## src/hdl/rc5tx_pkg.sv

```systemverilog
// Shared types and constants for the RC5 frame transmitter.
// No dependencies; imported by the register file, the engine, the top level and the testbench.
package rc5tx_pkg;

   // Register indexes on the configuration port
   localparam logic [1:0] REG_CARRIER_HIGH  = 2'd0;
   localparam logic [1:0] REG_CARRIER_PER   = 2'd1;
   localparam logic [1:0] REG_PULSES_HALF   = 2'd2;
   localparam logic [1:0] REG_SPACE_TICKS   = 2'd3;

   // Register reset values
   localparam logic [7:0]  CARRIER_HIGH_RST = 8'd7;
   localparam logic [7:0]  CARRIER_PER_RST  = 8'd28;
   localparam logic [5:0]  PULSES_HALF_RST  = 6'd32;
   localparam logic [11:0] SPACE_TICKS_RST  = 12'd889;

   // Index of the last frame bit
   localparam logic [3:0] LAST_BIT = 4'd13;

   // Input mode codes
   localparam logic MODE_TICK  = 1'b0;
   localparam logic MODE_START = 1'b1;

   typedef struct packed {
      logic [7:0]  carrier_high;
      logic [7:0]  carrier_period;
      logic [5:0]  pulses_per_half;
      logic [11:0] space_ticks;
   } cfg_type;

   typedef struct packed {
      logic ir_level;
      logic busy_res;
      logic frame_done;
      logic start_refused;
   } result_type;

   typedef enum logic [1:0] {
      ST_IDLE = 2'b01,
      ST_SEND = 2'b10
   } tx_state_type;

endpackage

```

## src/hdl/rc5tx_csr.sv

```systemverilog
// Configuration register file of the RC5 frame transmitter (APB-style).
// Depends on rc5tx_pkg.
module rc5tx_csr
   import rc5tx_pkg::*;
(
   input  logic        clock,
   input  logic        reset,
   input  logic        csr_psel,
   input  logic        csr_penable,
   input  logic        csr_pwrite,
   input  logic [3:0]  csr_paddr,
   input  logic [31:0] csr_pwdata,
   output logic [31:0] csr_prdata,
   output logic        csr_pready,
   output cfg_type     cfg
);

   cfg_type    cfg_ff, cfg_in;
   logic       wr_en;
   logic [1:0] reg_idx;

   assign csr_pready = 1'b1;
   assign reg_idx    = csr_paddr[3:2];
   assign wr_en      = csr_psel & csr_penable & csr_pwrite;

   // Decode the write transaction
   always_comb begin
      cfg_in = cfg_ff;
      if (wr_en) begin
         case (reg_idx)
            REG_CARRIER_HIGH: cfg_in.carrier_high    = csr_pwdata[7:0];
            REG_CARRIER_PER:  cfg_in.carrier_period  = csr_pwdata[7:0];
            REG_PULSES_HALF:  cfg_in.pulses_per_half = csr_pwdata[5:0];
            REG_SPACE_TICKS:  cfg_in.space_ticks     = csr_pwdata[11:0];
            default:          cfg_in = cfg_ff;
         endcase
      end
   end

   always_ff @(posedge clock) begin
      if (reset) begin
         cfg_ff.carrier_high    <= CARRIER_HIGH_RST;
         cfg_ff.carrier_period  <= CARRIER_PER_RST;
         cfg_ff.pulses_per_half <= PULSES_HALF_RST;
         cfg_ff.space_ticks     <= SPACE_TICKS_RST;
      end else begin
         cfg_ff <= cfg_in;
      end
   end

   // Read back the addressed register
   always_comb begin
      case (reg_idx)
         REG_CARRIER_HIGH: csr_prdata = {24'd0, cfg_ff.carrier_high};
         REG_CARRIER_PER:  csr_prdata = {24'd0, cfg_ff.carrier_period};
         REG_PULSES_HALF:  csr_prdata = {26'd0, cfg_ff.pulses_per_half};
         REG_SPACE_TICKS:  csr_prdata = {20'd0, cfg_ff.space_ticks};
         default:          csr_prdata = 32'd0;
      endcase
   end

   assign cfg = cfg_ff;

endmodule

```

## src/hdl/rc5tx_engine.sv

```systemverilog
// Frame state and Manchester/carrier timing of the RC5 transmitter.
// Depends on rc5tx_pkg; driven one item per enabled cycle.
module rc5tx_engine
   import rc5tx_pkg::*;
(
   input  logic       clock,
   input  logic       reset,
   input  cfg_type    cfg,
   input  logic       step_en,
   input  logic       mode,
   input  logic [4:0] address,
   input  logic [5:0] command,
   output result_type result
);

   tx_state_type state_ff, state_in;
   logic [13:0]  shift_ff, shift_in;
   logic [3:0]   bitpos_ff, bitpos_in;
   logic         half_ff, half_in;
   logic [5:0]   pulse_ff, pulse_in;
   logic [11:0]  tick_ff, tick_in;
   logic         toggle_ff, toggle_in;

   logic        sending, in_burst, cur_level;
   logic [7:0]  period_lim;
   logic [5:0]  pulse_lim;
   logic [11:0] space_lim;
   logic [11:0] tick_inc;
   logic [5:0]  pulse_inc;
   logic        pulse_end, half_end;
   logic        done, refused;

   assign sending  = (state_ff == ST_SEND);
   assign in_burst = shift_ff[13] ? half_ff : ~half_ff;
   assign cur_level = sending & in_burst & (tick_ff < {4'd0, cfg.carrier_high});

   // Zero limits count as one
   assign period_lim = (cfg.carrier_period == 8'd0) ? 8'd1 : cfg.carrier_period;
   assign pulse_lim  = (cfg.pulses_per_half == 6'd0) ? 6'd1 : cfg.pulses_per_half;
   assign space_lim  = (cfg.space_ticks == 12'd0) ? 12'd1 : cfg.space_ticks;

   assign tick_inc  = tick_ff + 12'd1;
   assign pulse_inc = pulse_ff + 6'd1;
   assign pulse_end = in_burst & (tick_inc >= {4'd0, period_lim});
   assign half_end  = in_burst ? (pulse_end & (pulse_inc >= pulse_lim))
                               : (tick_inc >= space_lim);

   // Advance the frame by one item
   always_comb begin
      state_in  = state_ff;
      shift_in  = shift_ff;
      bitpos_in = bitpos_ff;
      half_in   = half_ff;
      pulse_in  = pulse_ff;
      tick_in   = tick_ff;
      toggle_in = toggle_ff;
      done      = 1'b0;
      refused   = 1'b0;
      if (step_en) begin
         if (mode == MODE_START) begin
            if (sending) begin
               refused = 1'b1;
            end else begin
               shift_in  = {2'b11, ~toggle_ff, address, command};
               toggle_in = ~toggle_ff;
               bitpos_in = 4'd0;
               half_in   = 1'b0;
               pulse_in  = 6'd0;
               tick_in   = 12'd0;
               state_in  = ST_SEND;
            end
         end else if (sending) begin
            tick_in = tick_inc;
            if (pulse_end) begin
               tick_in  = 12'd0;
               pulse_in = pulse_inc;
            end
            if (half_end) begin
               tick_in  = 12'd0;
               pulse_in = 6'd0;
               if (!half_ff) begin
                  half_in = 1'b1;
               end else begin
                  half_in = 1'b0;
                  if (bitpos_ff >= LAST_BIT) begin
                     state_in  = ST_IDLE;
                     done      = 1'b1;
                     bitpos_in = 4'd0;
                  end else begin
                     bitpos_in = bitpos_ff + 4'd1;
                     shift_in  = {shift_ff[12:0], 1'b0};
                  end
               end
            end
         end
      end
   end

   // Accepted start shows low; everything else shows the current level
   assign result.ir_level      = ((mode == MODE_START) && !sending) ? 1'b0 : cur_level;
   assign result.busy_res      = (state_in == ST_SEND);
   assign result.frame_done    = done;
   assign result.start_refused = refused;

   always_ff @(posedge clock) begin
      if (reset) begin
         state_ff  <= ST_IDLE;
         shift_ff  <= 14'd0;
         bitpos_ff <= 4'd0;
         half_ff   <= 1'b0;
         pulse_ff  <= 6'd0;
         tick_ff   <= 12'd0;
         toggle_ff <= 1'b0;
      end else begin
         state_ff  <= state_in;
         shift_ff  <= shift_in;
         bitpos_ff <= bitpos_in;
         half_ff   <= half_in;
         pulse_ff  <= pulse_in;
         tick_ff   <= tick_in;
         toggle_ff <= toggle_in;
      end
   end

endmodule

```

## src/hdl/rc5_ir_frame_transmitter.sv

```systemverilog
// RC5 infrared frame transmitter: input register, timing engine, result register.
// Each transaction passes from the input register through the engine into the result register.
// Throughput: one item per cycle while the result side does not stall; the engine updates its state once per item.
// The result register lets a new item enter while a result waits to be taken.
// Reset (synchronous): registers to defaults, transmitter idle, pipeline empty.
// Depends on rc5tx_pkg, rc5tx_csr and rc5tx_engine.
module rc5_ir_frame_transmitter
   import rc5tx_pkg::*;
(
   input  logic        clock,
   input  logic        reset,
   input  logic        req_valid,
   output logic        req_stall,
   input  logic        req_mode,
   input  logic [4:0]  req_address,
   input  logic [5:0]  req_command,
   output logic        rsp_valid,
   input  logic        rsp_stall,
   output logic        rsp_ir_level,
   output logic        rsp_busy_res,
   output logic        rsp_frame_done,
   output logic        rsp_start_refused,
   input  logic        csr_psel,
   input  logic        csr_penable,
   input  logic        csr_pwrite,
   input  logic [3:0]  csr_paddr,
   input  logic [31:0] csr_pwdata,
   output logic [31:0] csr_prdata,
   output logic        csr_pready
);

   cfg_type    cfg;
   result_type result;

   logic       in_valid_ff, in_valid_in;
   logic       in_mode_ff;
   logic [4:0] in_address_ff;
   logic [5:0] in_command_ff;
   logic       out_valid_ff, out_valid_in;
   result_type out_ff;
   logic       advance, step_en;

   rc5tx_csr u_csr (
      .clock       (clock),
      .reset       (reset),
      .csr_psel    (csr_psel),
      .csr_penable (csr_penable),
      .csr_pwrite  (csr_pwrite),
      .csr_paddr   (csr_paddr),
      .csr_pwdata  (csr_pwdata),
      .csr_prdata  (csr_prdata),
      .csr_pready  (csr_pready),
      .cfg         (cfg)
   );

   // Move the held item on when the result register is free
   assign advance   = ~out_valid_ff | ~rsp_stall;
   assign step_en   = in_valid_ff & advance;
   assign req_stall = in_valid_ff & ~advance;

   rc5tx_engine u_engine (
      .clock   (clock),
      .reset   (reset),
      .cfg     (cfg),
      .step_en (step_en),
      .mode    (in_mode_ff),
      .address (in_address_ff),
      .command (in_command_ff),
      .result  (result)
   );

   // Input register
   assign in_valid_in = req_stall ? in_valid_ff : req_valid;

   always_ff @(posedge clock) begin
      if (reset) begin
         in_valid_ff <= 1'b0;
      end else begin
         in_valid_ff <= in_valid_in;
      end
   end

   always_ff @(posedge clock) begin
      if (req_valid && !req_stall) begin
         in_mode_ff    <= req_mode;
         in_address_ff <= req_address;
         in_command_ff <= req_command;
      end
   end

   // Result register: hold while stalled
   assign out_valid_in = advance ? in_valid_ff : out_valid_ff;

   always_ff @(posedge clock) begin
      if (reset) begin
         out_valid_ff <= 1'b0;
      end else begin
         out_valid_ff <= out_valid_in;
      end
   end

   always_ff @(posedge clock) begin
      if (step_en) begin
         out_ff <= result;
      end
   end

   assign rsp_valid         = out_valid_ff;
   assign rsp_ir_level      = out_ff.ir_level;
   assign rsp_busy_res      = out_ff.busy_res;
   assign rsp_frame_done    = out_ff.frame_done;
   assign rsp_start_refused = out_ff.start_refused;

endmodule

```

## config.mk

```make
export PLATFORM = sky130hd
export DESIGN_NAME = rc5_ir_frame_transmitter
export DESIGN_NICKNAME = d
export VERILOG_FILES = /design/src/hdl/rc5tx_pkg.sv /design/src/hdl/rc5tx_csr.sv /design/src/hdl/rc5tx_engine.sv /design/src/hdl/rc5_ir_frame_transmitter.sv
export SDC_FILE = /design/constraint.sdc
export NUM_CORES = 1
export LEC_CHECK = 0
export BUFFER_PORTS_ARGS = -buffer_cell sky130_fd_sc_hd__buf_2
export CAP_MARGIN = 30
export CORE_UTILIZATION = 58
export CTS_BUF_LIST = sky130_fd_sc_hd__clkbuf_8
export CTS_CLUSTER_DIAMETER = 120
export DETAILED_ROUTE_END_ITERATION = 16
export PLACE_DENSITY = 0.83
export SKIP_LAST_GASP = 1
export SLEW_MARGIN = 20
export SYNTH_ARGS = -nofsm -noshare
export SYNTH_HDL_FRONTEND = slang
export SYNTH_SLANG_ARGS = --single-unit
```

## constraint.sdc

```tcl
create_clock -name clock -period 3.6 [get_ports clock]
set_input_delay 0.72 -clock clock [delete_from_list [all_inputs] [get_ports clock]]
set_output_delay 0.72 -clock clock [all_outputs]
set_load 0.05 [all_outputs]
```

# Word level (Yosys, flattened, before mapping)
# Cells that the tools add are included.
[op_classes]
add_sub_neg = 3
n_mul = 0
n_div = 0
magnitude_cmp = 5
n_eq_ne = 7
shifts = 0
muxes = 42
bitwise = 16
reduce_logical = 23
[ops]
columns = ["cell", "n"]
rows = [
  ["$pmux W32 S4", 1],
  ["$mux W14", 6],
  ["$mux W12", 6],
  ["$mux W6", 6],
  ["$mux W4", 6],
  ["$mux W2", 7],
  ["$add A12 B1 Y12 const B", 1],
  ["$ge A12 B12 Y1", 1],
  ["$ge A12 B8 Y1", 1],
  ["$logic_not A12 Y1", 1],
  ["$lt A12 B8 Y1", 1],
  ["$mux W1", 9],
  ["$and A1 B1 Y1", 8],
  ["$eq A2 B2 Y1 const B", 4],
  ["$logic_not A8 Y1", 1],
  ["$mux W8", 1],
  ["$reduce_and A2 Y1", 4],
  ["$reduce_and A4 Y1", 2],
  ["$not A1 Y1", 7],
  ["$add A6 B1 Y6 const B", 1],
  ["$ge A6 B6 Y1", 1],
  ["$logic_not A6 Y1", 1],
  ["$reduce_and A3 Y1", 2],
  ["$reduce_and A6 Y1", 1],
  ["12 further kinds", 17],
]
[word_totals]
register_bits = 92
latch_bits = 0
ramBits = 0
rom_bits = 0
inputBits = 55
out_inout_bits = 39
elab_cells = 116
n_memories = 0

# Depth between registers and ports, before layout
# Gate-level depths: netlist of run 1.
[logic_depth]
word_depth = 11
ltp_mapped = 14
mapped_depth_nobuf = 12

# Modules after synthesis
# Synthesis of run 1 repeated with hierarchy kept, for this count alone.
[unflattened]
cells_unflattened = 633
hier_area_um2 = 5829.3
[modules_own_cells]
columns = ["module", "instances", "cells_each", "area_per_inst_um2", "seq_area_each_um2"]
rows = [
  ["rc5tx_engine", 1, 419, 3439.5, 800.8],
  ["rc5tx_csr", 1, 188, 1823.0, 680.7],
  ["rc5_ir_frame_transmitter", 1, 26, 566.8, 520.5],
]

# Worst setup path before layout of run 1
# No wires, ideal clock.
[synth_timing]
path_kind = "register -> register"
startpoint = "reg u_engine.tick_ff[0]"
endpoint = "reg u_engine.pulse_ff[3]"
setup_time_ns = 0.120
arrival_time_ns = 3.021
required_time_ns = 3.480
setup_slack_ns = 0.459
stages_incl_launch_ff = 13
path_cell_list = "dfxtp_1 -> ha_1 -> inv_1 -> nor4b_1 -> xor2_1 -> ha_1 -> nand2_1 -> or2_2 -> a311o_1 -> a32oi_2 -> o21ai_2 -> and3_1 -> a211o_1"
[synth_via]
elab_chain_cells = 8
elab_cells_between_ends = 11
classes_between = "add/sub (1); order compare (2); mux (4); bitwise (2); reduce/logical (2)"
[synth_rtl]
columns = ["item", "line_no", "source"]
rows = [
  ["start, declared", "rc5tx_engine.sv:21", "logic [11:0] tick_ff, tick_in;"],
  ["start signal, assigned", "rc5tx_engine.sv:120", "tick_ff <= tick_in;"],
  ["$add A12 B1 Y12 *", "rc5tx_engine.sv:42", "assign tick_inc = tick_ff + 12'd1;"],
  ["$ge A12 B8 Y1", "rc5tx_engine.sv:44", "assign pulse_end = in_burst & (tick_inc >= {4'd0, period_lim});"],
  ["$and A1 B1 Y1", "rc5tx_engine.sv:44", ""],
  ["$and A1 B1 Y1", "rc5tx_engine.sv:45", "assign half_end = in_burst ? (pulse_end & (pulse_inc >= pulse_lim))"],
  ["$mux W1", "rc5tx_engine.sv:45", ""],
  ["$mux W6", "rc5tx_engine.sv:78", "if (half_end) begin"],
  ["$mux W6", "rc5tx_engine.sv:72", "end else if (sending) begin"],
  ["$mux W6", "rc5tx_engine.sv:60", "if (mode == MODE_START) begin"],
  ["end signal, assigned", "rc5tx_engine.sv:119", "pulse_ff <= pulse_in;"],
  ["end, declared", "rc5tx_engine.sv:20", "logic [5:0] pulse_ff, pulse_in;"],
]
# Every way passes the cells marked *; elsewhere a longest branch is shown, timed or not. The select of a mux whose other input is x is not followed.
# A chain may end at the register's enable or synchronous reset.

==> results.cfg, run 1 <==
[floorplan]
rows = 33
die_w_um = 96.1
ioPinCount = 94
fp.coreArea_um2 = 8380
start_util_pct = 61.3
die_height_um = 96.1
dieArea_um2 = 9240

[clock_tree]
cts-root-buf = clkbuf_8
cts_setup_buffers = 0
numCtsBuffers = 9
cts_sinks = 92
cts_tree = done
clkTransAtPathRegs_ps = 100
hold_buffers = 0
h-tree-depth = 3
clk_path_buf_depth = 2
clk_latency_ps = 360

[synthesis]
synth-compound-area-share_pct = 16.1
synthAdderAreaFrac_pct = 9.49
synth_xor_area_share_pct = 2.90
avgSynthCellArea_um2 = 9.59
synth_seq_cells = 92
synth_top_area_share_pct = 29.6
synth.distinct_cells = 62
synth_ff_type = dfxtp_1
yosys.area.top_type = dfxtp_1
syn_inst = 536
synth.area.top_cells = dfxtp_1, ha_1, edfxtp_1
syn_area_um2 = 5140
ys_seq_area_share_pct = 38.9
ys_async_sr_fraction_pct = 0
muxShareOfSynthArea_pct = 10.4
synth_top_family_by_area = compound AO/OA/AOI/OAI gates
yosysWarnings = 0
synth-simple-area-share_pct = 13.9
synth-edff-count = 16

[worst_setup_path]
r2r_slack_ps = 180
endpoint_kind = register
cp.required_ps = 3710
crit_path_max_incr_delay_ps = 460
r2r_cells = 11
worst-path-stages = 11
critPathMaxFanout = 8
worstPathArrival_ps = 3520
r2r_start = u_engine.tick_ff[5]
path_buf_inv = 0
r2r-end = rsp_busy_res
startpoint = u_engine.tick_ff[5]
worstSetupPathType = register to register
crit_slowest_cell = dfxtp_1
cp_cell_sequence = nand4_4 > nor3_1 > xor2_1 > ha_1 > nand2_1 > or2_2 > a311o_1 > a21oi_1 > o21ai_1 > nor4_2 > a21oi_1
crit_end = rsp_busy_res
critPathMostFrequentCell = a21oi_1
crit_path_start_kind = register
critical_path.top_delay_family = simple AND/OR/NAND/NOR gates

[routing]
wl_per_cell_um = 16.7
routed_via_density = 5.97
dr.pass1.iters = 4
drcViolationCount = 0
drtIter0Drc = 307
ant_nets = 0
vias = 4170
routed_wl_um = 11700

[global_routing]
grt_pass1_wl_um = 18700
grt_max_degree = 37
overflow = 0
antenna_found_initial = 0
grtUsageTotal_pct = 26.7
grt_pass1_vias = 3929

[sta]
fmax_ghz = 0.293
setup_viol = 0
holdWs_ps = 495
worst_slew_pin_slew_ps = 800
hold_viol = 0
fin_crit_ps = 3420
tns_ps = 0
clock-skew-final_ps = 9.88
final-max-slew-violation-count = 0
grt_setup_unrepaired = no
fin_crit_sh_pct = 94.9
slew_headroom_pct = 46.6

[cells_and_area]
n_antenna_cell = 0
drive_gt1_share_pct = 18.5
layout.nets = 682
finalInstanceArea_um2 = 5710
area_growth_pct = 11.1

[hold_path]
hold_class = register to register

[power_and_ir_drop]
p_leak_nw = 2.53
peakVddDrop_uv = 284
power_density_nw_per_um2 = 382

[placement]
place_congestion = 0.965
place_area_um2 = 5450
io_buffers = 50
hpwl_um = 8390

[flow_run]
maxCapViolations = 0

[status]
run_status = completed
==> cell families after synthesis <==
kind of cell	count (synthesis)
adder cells (fa/ha/maj)	39
AND/OR/NAND/NOR	147
multiplexers	46
AO/OA/AOI/OAI	109
flip-flops	92
buffers and inverters	84
XOR/XNOR	17
other	2
==> synthesized netlist by cell type, drive strengths merged, types with 3 or more instances <==
library cell and n:
a31oi 4, buf 27, a21o 6, inv 43, o211ai 11, dfxtp 76, a21oi 19, and3 6
or2 3, clkbuf 14, a22o 9, ha 39, nand2b 4, nor3 13, nand2 27, o21ai 16
mux4 6, and2 3, nor4 6, xnor2 7, nand3 16, nor2 56, a2111oi 3, edfxtp 16
nor3b 3, a211oi 18, mux2i 40, xor2 10, a32o 3
==> tightest hold or removal path: stages (launching register included) <==
cell and delay [ps]:
dfxtp_1 330, nand2b_1 70, a21oi_1 50
==> power by group <==
group          internal (mW)  switching [mW]  leakage (nW)
sequential              1.07          0.0162         0.772
combinational         0.0665           0.175          1.64
clock                  0.466           0.387         0.120
total                   1.60           0.578          2.53
==> how the worst min path moves through the flow <==
stage | to | cells past startpoint | slack (ps) | from
global route | in_command_ff[4] | 1 | 500 | req_command[4]
floorplan | u_engine.shift_ff[0] | 2 | 440 | u_engine.shift_ff[0]
CTS | u_engine.shift_ff[0] | 2 | 500 | u_engine.shift_ff[0]
global placement | rsp_valid | 2 | 460 | in_valid_ff
detailed placement | u_engine.shift_ff[0] | 2 | 480 | u_engine.shift_ff[0]
finish | u_engine.shift_ff[0] | 2 | 500 | u_engine.shift_ff[0]
==> per-stage QoR <==
stage | setup WS, ps | util [%] | power (mW) | cells
after floorplan | 459 | - | 1.31 | 555
after global placement | 301 | 65.0 | 1.34 | 682
after detailed placement | 242 | 65.0 | 1.35 | 682
after CTS | 205 | 68.0 | 2.19 | 698
after global routing | 30.9 | 68.2 | 2.25 | 698
final | 183 | 68.2 | 2.18 | 698
==> placed cells by master, fill, tap and decap left out, types with 12 or more instances in the layout <==
master and count:
edfxtp_1 16, conb_1 21, nand3_1 16, nor2_1 55, nor3_1 13, inv_1 43, dfxtp_1 74, mux2i_1 40
ha_1 39, nand2_1 27, a21oi_1 19, buf_2 50, o21ai_0 13, buf_4 12
==> routing by layer <==
| metal | vias up | GRT usage, % | share of wire (%) |
|---|---|---|---|
| met5 | - | 0 | 0 |
| met4 | 0 | 8.96 | 1.7 |
| met3 | 21 | 5.37 | 5.7 |
| met2 | 143 | 43.2 | 48 |
| met1 | 2013 | 35.6 | 44 |
| li1 | 1993 | - | - |
==> state kept, by name, indices dropped and copies added, names as in the netlist, 2 cells and up <==
signal              cells
u_engine.pulse_ff       6
u_engine.tick_ff       12
u_engine.bitpos_ff      4
in_address_ff           5
u_engine.state_ff       2
u_engine.shift_ff      14
u_csr.cfg              34
in_command_ff           6
==> repair_timing <==
action,4_1_cts,5_1_grt
endpoints found under the setup margin,0,20
endpoints found under the hold margin,0,0
gates resized for setup,0,4
==> area by class of cell <==
type,instances,area [µm²]
multi-input cells,379,2810
clock buffers,9,124
well taps,105,131
clock inverters,7,124
repair buffers,63,360
flip-flops and latches,92,2000
fillers,635,2670
inverters,43,161
Power figures use the tool's default switching activity.
==> run 2, diff against run 1 <==
Settings changed: CORE_UTILIZATION 58 to 44, PLACE_DENSITY 0.83 to 0.65, SLEW_MARGIN 20 to not set.
==> run 2 against run 1 <==
Effect of this change:
- clock power fell by 19%
- power is 7.3% lower
- design area is 0.48% higher
- register-to-register slack improved by 120 ps
- wire length fell by 2.7%
- worst setup slack better by 120 ps
- combinational power is essentially flat
- hold slack lost 26 ps
- global-route usage is 6.6 points lower
- critical endpoint is now u_engine.pulse_ff[0]
- flip-flop and latch count is the same
- non-clock buffer count is 4 higher
==> results.cfg, run 2 (synthesis gave the netlist of run 1 again) <==
[routing]
routed_via_density = 5.44
wl_per_cell_um = 15.3
dr.pass1.iters = 4
ant_nets = 0
drcViolationCount = 0
drtIter0Drc = 267
vias = 4027
routed_wl_um = 11400

[worst_setup_path]
worst-path-stages = 13
worstSetupPathType = register to register
crit_path_start_kind = register
critPathMostFrequentCell = nor2_1
cp_cell_sequence = nand4_4 > nor2_1 > and3_1 > xor2_1 > ha_1 > nand3_1 > or2_2 > a311o_1 > a32oi_2 > buf_4 > o21a_1 > nor2_1 > a22o_1
r2r_cells = 13
critical_path.top_delay_family = simple AND/OR/NAND/NOR gates
crit_end = u_engine.pulse_ff[0]
startpoint = u_engine.tick_ff[3]
worstPathArrival_ps = 3570
cp.required_ps = 3870
critPathMaxFanout = 8
path_buf_inv = 1
endpoint_kind = register
crit_path_max_incr_delay_ps = 500
r2r_start = u_engine.tick_ff[3]
crit_slowest_cell = dfxtp_1
r2r-end = u_engine.pulse_ff[0]
r2r_slack_ps = 300

[flow_run]
maxCapViolations = 0

[hold_path]
hold_class = register to register
min_path_cells = 2

[floorplan]
fp.coreArea_um2 = 11400
die_w_um = 110
die_height_um = 110
ioPinCount = 94
dieArea_um2 = 12100
rows = 39
start_util_pct = 45.0

[power_and_ir_drop]
p_leak_nw = 2.53
power_density_nw_per_um2 = 353
peakVddDrop_uv = 232
total_power_mw = 2.02

[global_routing]
grt_pass1_wl_um = 18700
grt_pass1_vias = 3820
antenna_found_initial = 0
grt_max_degree = 27
overflow = 0
grtUsageTotal_pct = 20.1

[clock_tree]
cts_tree = done
cts-root-buf = clkbuf_8
cts_sinks = 92
cts_setup_buffers = 0
clk_latency_ps = 370
numCtsBuffers = 9
clkTransAtPathRegs_ps = 100
hold_buffers = 0
clk_path_buf_depth = 2
cts_resized = 0
h-tree-depth = 3

[cells_and_area]
n_antenna_cell = 0
area_growth_pct = 11.7
final_common_cell = dfxtp_1
fillCellCount = 1065
multi_input_area_um2 = 2810
instances_no_fill = 740
layout.nets = 686
seq_area_um2 = 2000
drive_gt1_share_pct = 18.6
largest_reg_flops = 34
utilization_pct = 50.3
final_cell_mix = dfxtp_1, nor2_1, buf_2

[sta]
clock-skew-final_ps = 13.4
grt_setup_unrepaired = no
slew_headroom_pct = 51.1
fin_crit_sh_pct = 91.7
tns_ps = 0
fin_crit_ps = 3300
holdWs_ps = 470
fmax_ghz = 0.303
hold_viol = 0
setup_viol = 0
final-max-slew-violation-count = 0
worst_slew_pin_slew_ps = 733

[status]
run_status = completed

[placement]
dp.cells = 723
hpwl_um = 8610
io_buffers = 50
place_congestion = 0.866
run 2: cell count changes in the layout (fill, tap and decap cells not counted), moves of 2 or more:
cell	before	now
buf_4	12	16
dfxtp_2	2	0
dfxtp_1	74	76
bufinv_16	3	0
inv_8	0	3
run 2: final cells by class:
| cell class | instances | area share, % |
|---|---|---|
| repair buffers | 67 | 6.80 |
| inverters | 43 | 2.81 |
| flip-flops and latches | 92 | 34.9 |
| clock buffers | 9 | 2.16 |
| clock inverters | 7 | 1.33 |
| multi-input cells | 379 | 48.9 |
| well taps | 143 | 3.12 |
run 2: power breakdown:
group	total (mW)	switching (mW)	internal (mW)
clock network	0.695	0.420	0.275
logic	0.241	0.173	0.0679
registers	1.09	0.0164	1.07
run 2: routing by layer:
layer  GRT usage (%)  vias up  routed length [µm]
li1                -     1997                   -
met1            26.2     1913                5300
met2            32.8      101                5420
met3            3.70       16                 420
met4            8.19        0                 215
met5               0        -                   0
run 2: worst min path at each step:
stage | start | end | slack (ps)
finish | u_engine.shift_ff[0] | u_engine.shift_ff[0] | 470
global route | req_command[4] | in_command_ff[4] | 490
CTS | u_engine.shift_ff[0] | u_engine.shift_ff[0] | 470
detailed placement | u_engine.shift_ff[0] | u_engine.shift_ff[0] | 460
global placement | u_engine.shift_ff[0] | u_engine.shift_ff[0] | 450
floorplan | u_engine.shift_ff[0] | u_engine.shift_ff[0] | 440
run 2: stage by stage:
step	cell area [µm²]	setup slack [ps]
after global placement	5520	291
after global routing	5740	28.0
final	5740	299
after CTS	5720	209
after floorplan	5210	459
after detailed placement	5520	264
run 2: worst reg2reg max path: cells and delay by family (launching register included):
kind                     cells  cell delay, ps
AND/OR/NAND/NOR              6            1130
flip-flops                   1             500
XOR/XNOR                     1             230
adder cells (fa/ha/maj)      1             200
buffers and inverters        1             190
AO/OA/AOI/OAI                4             980
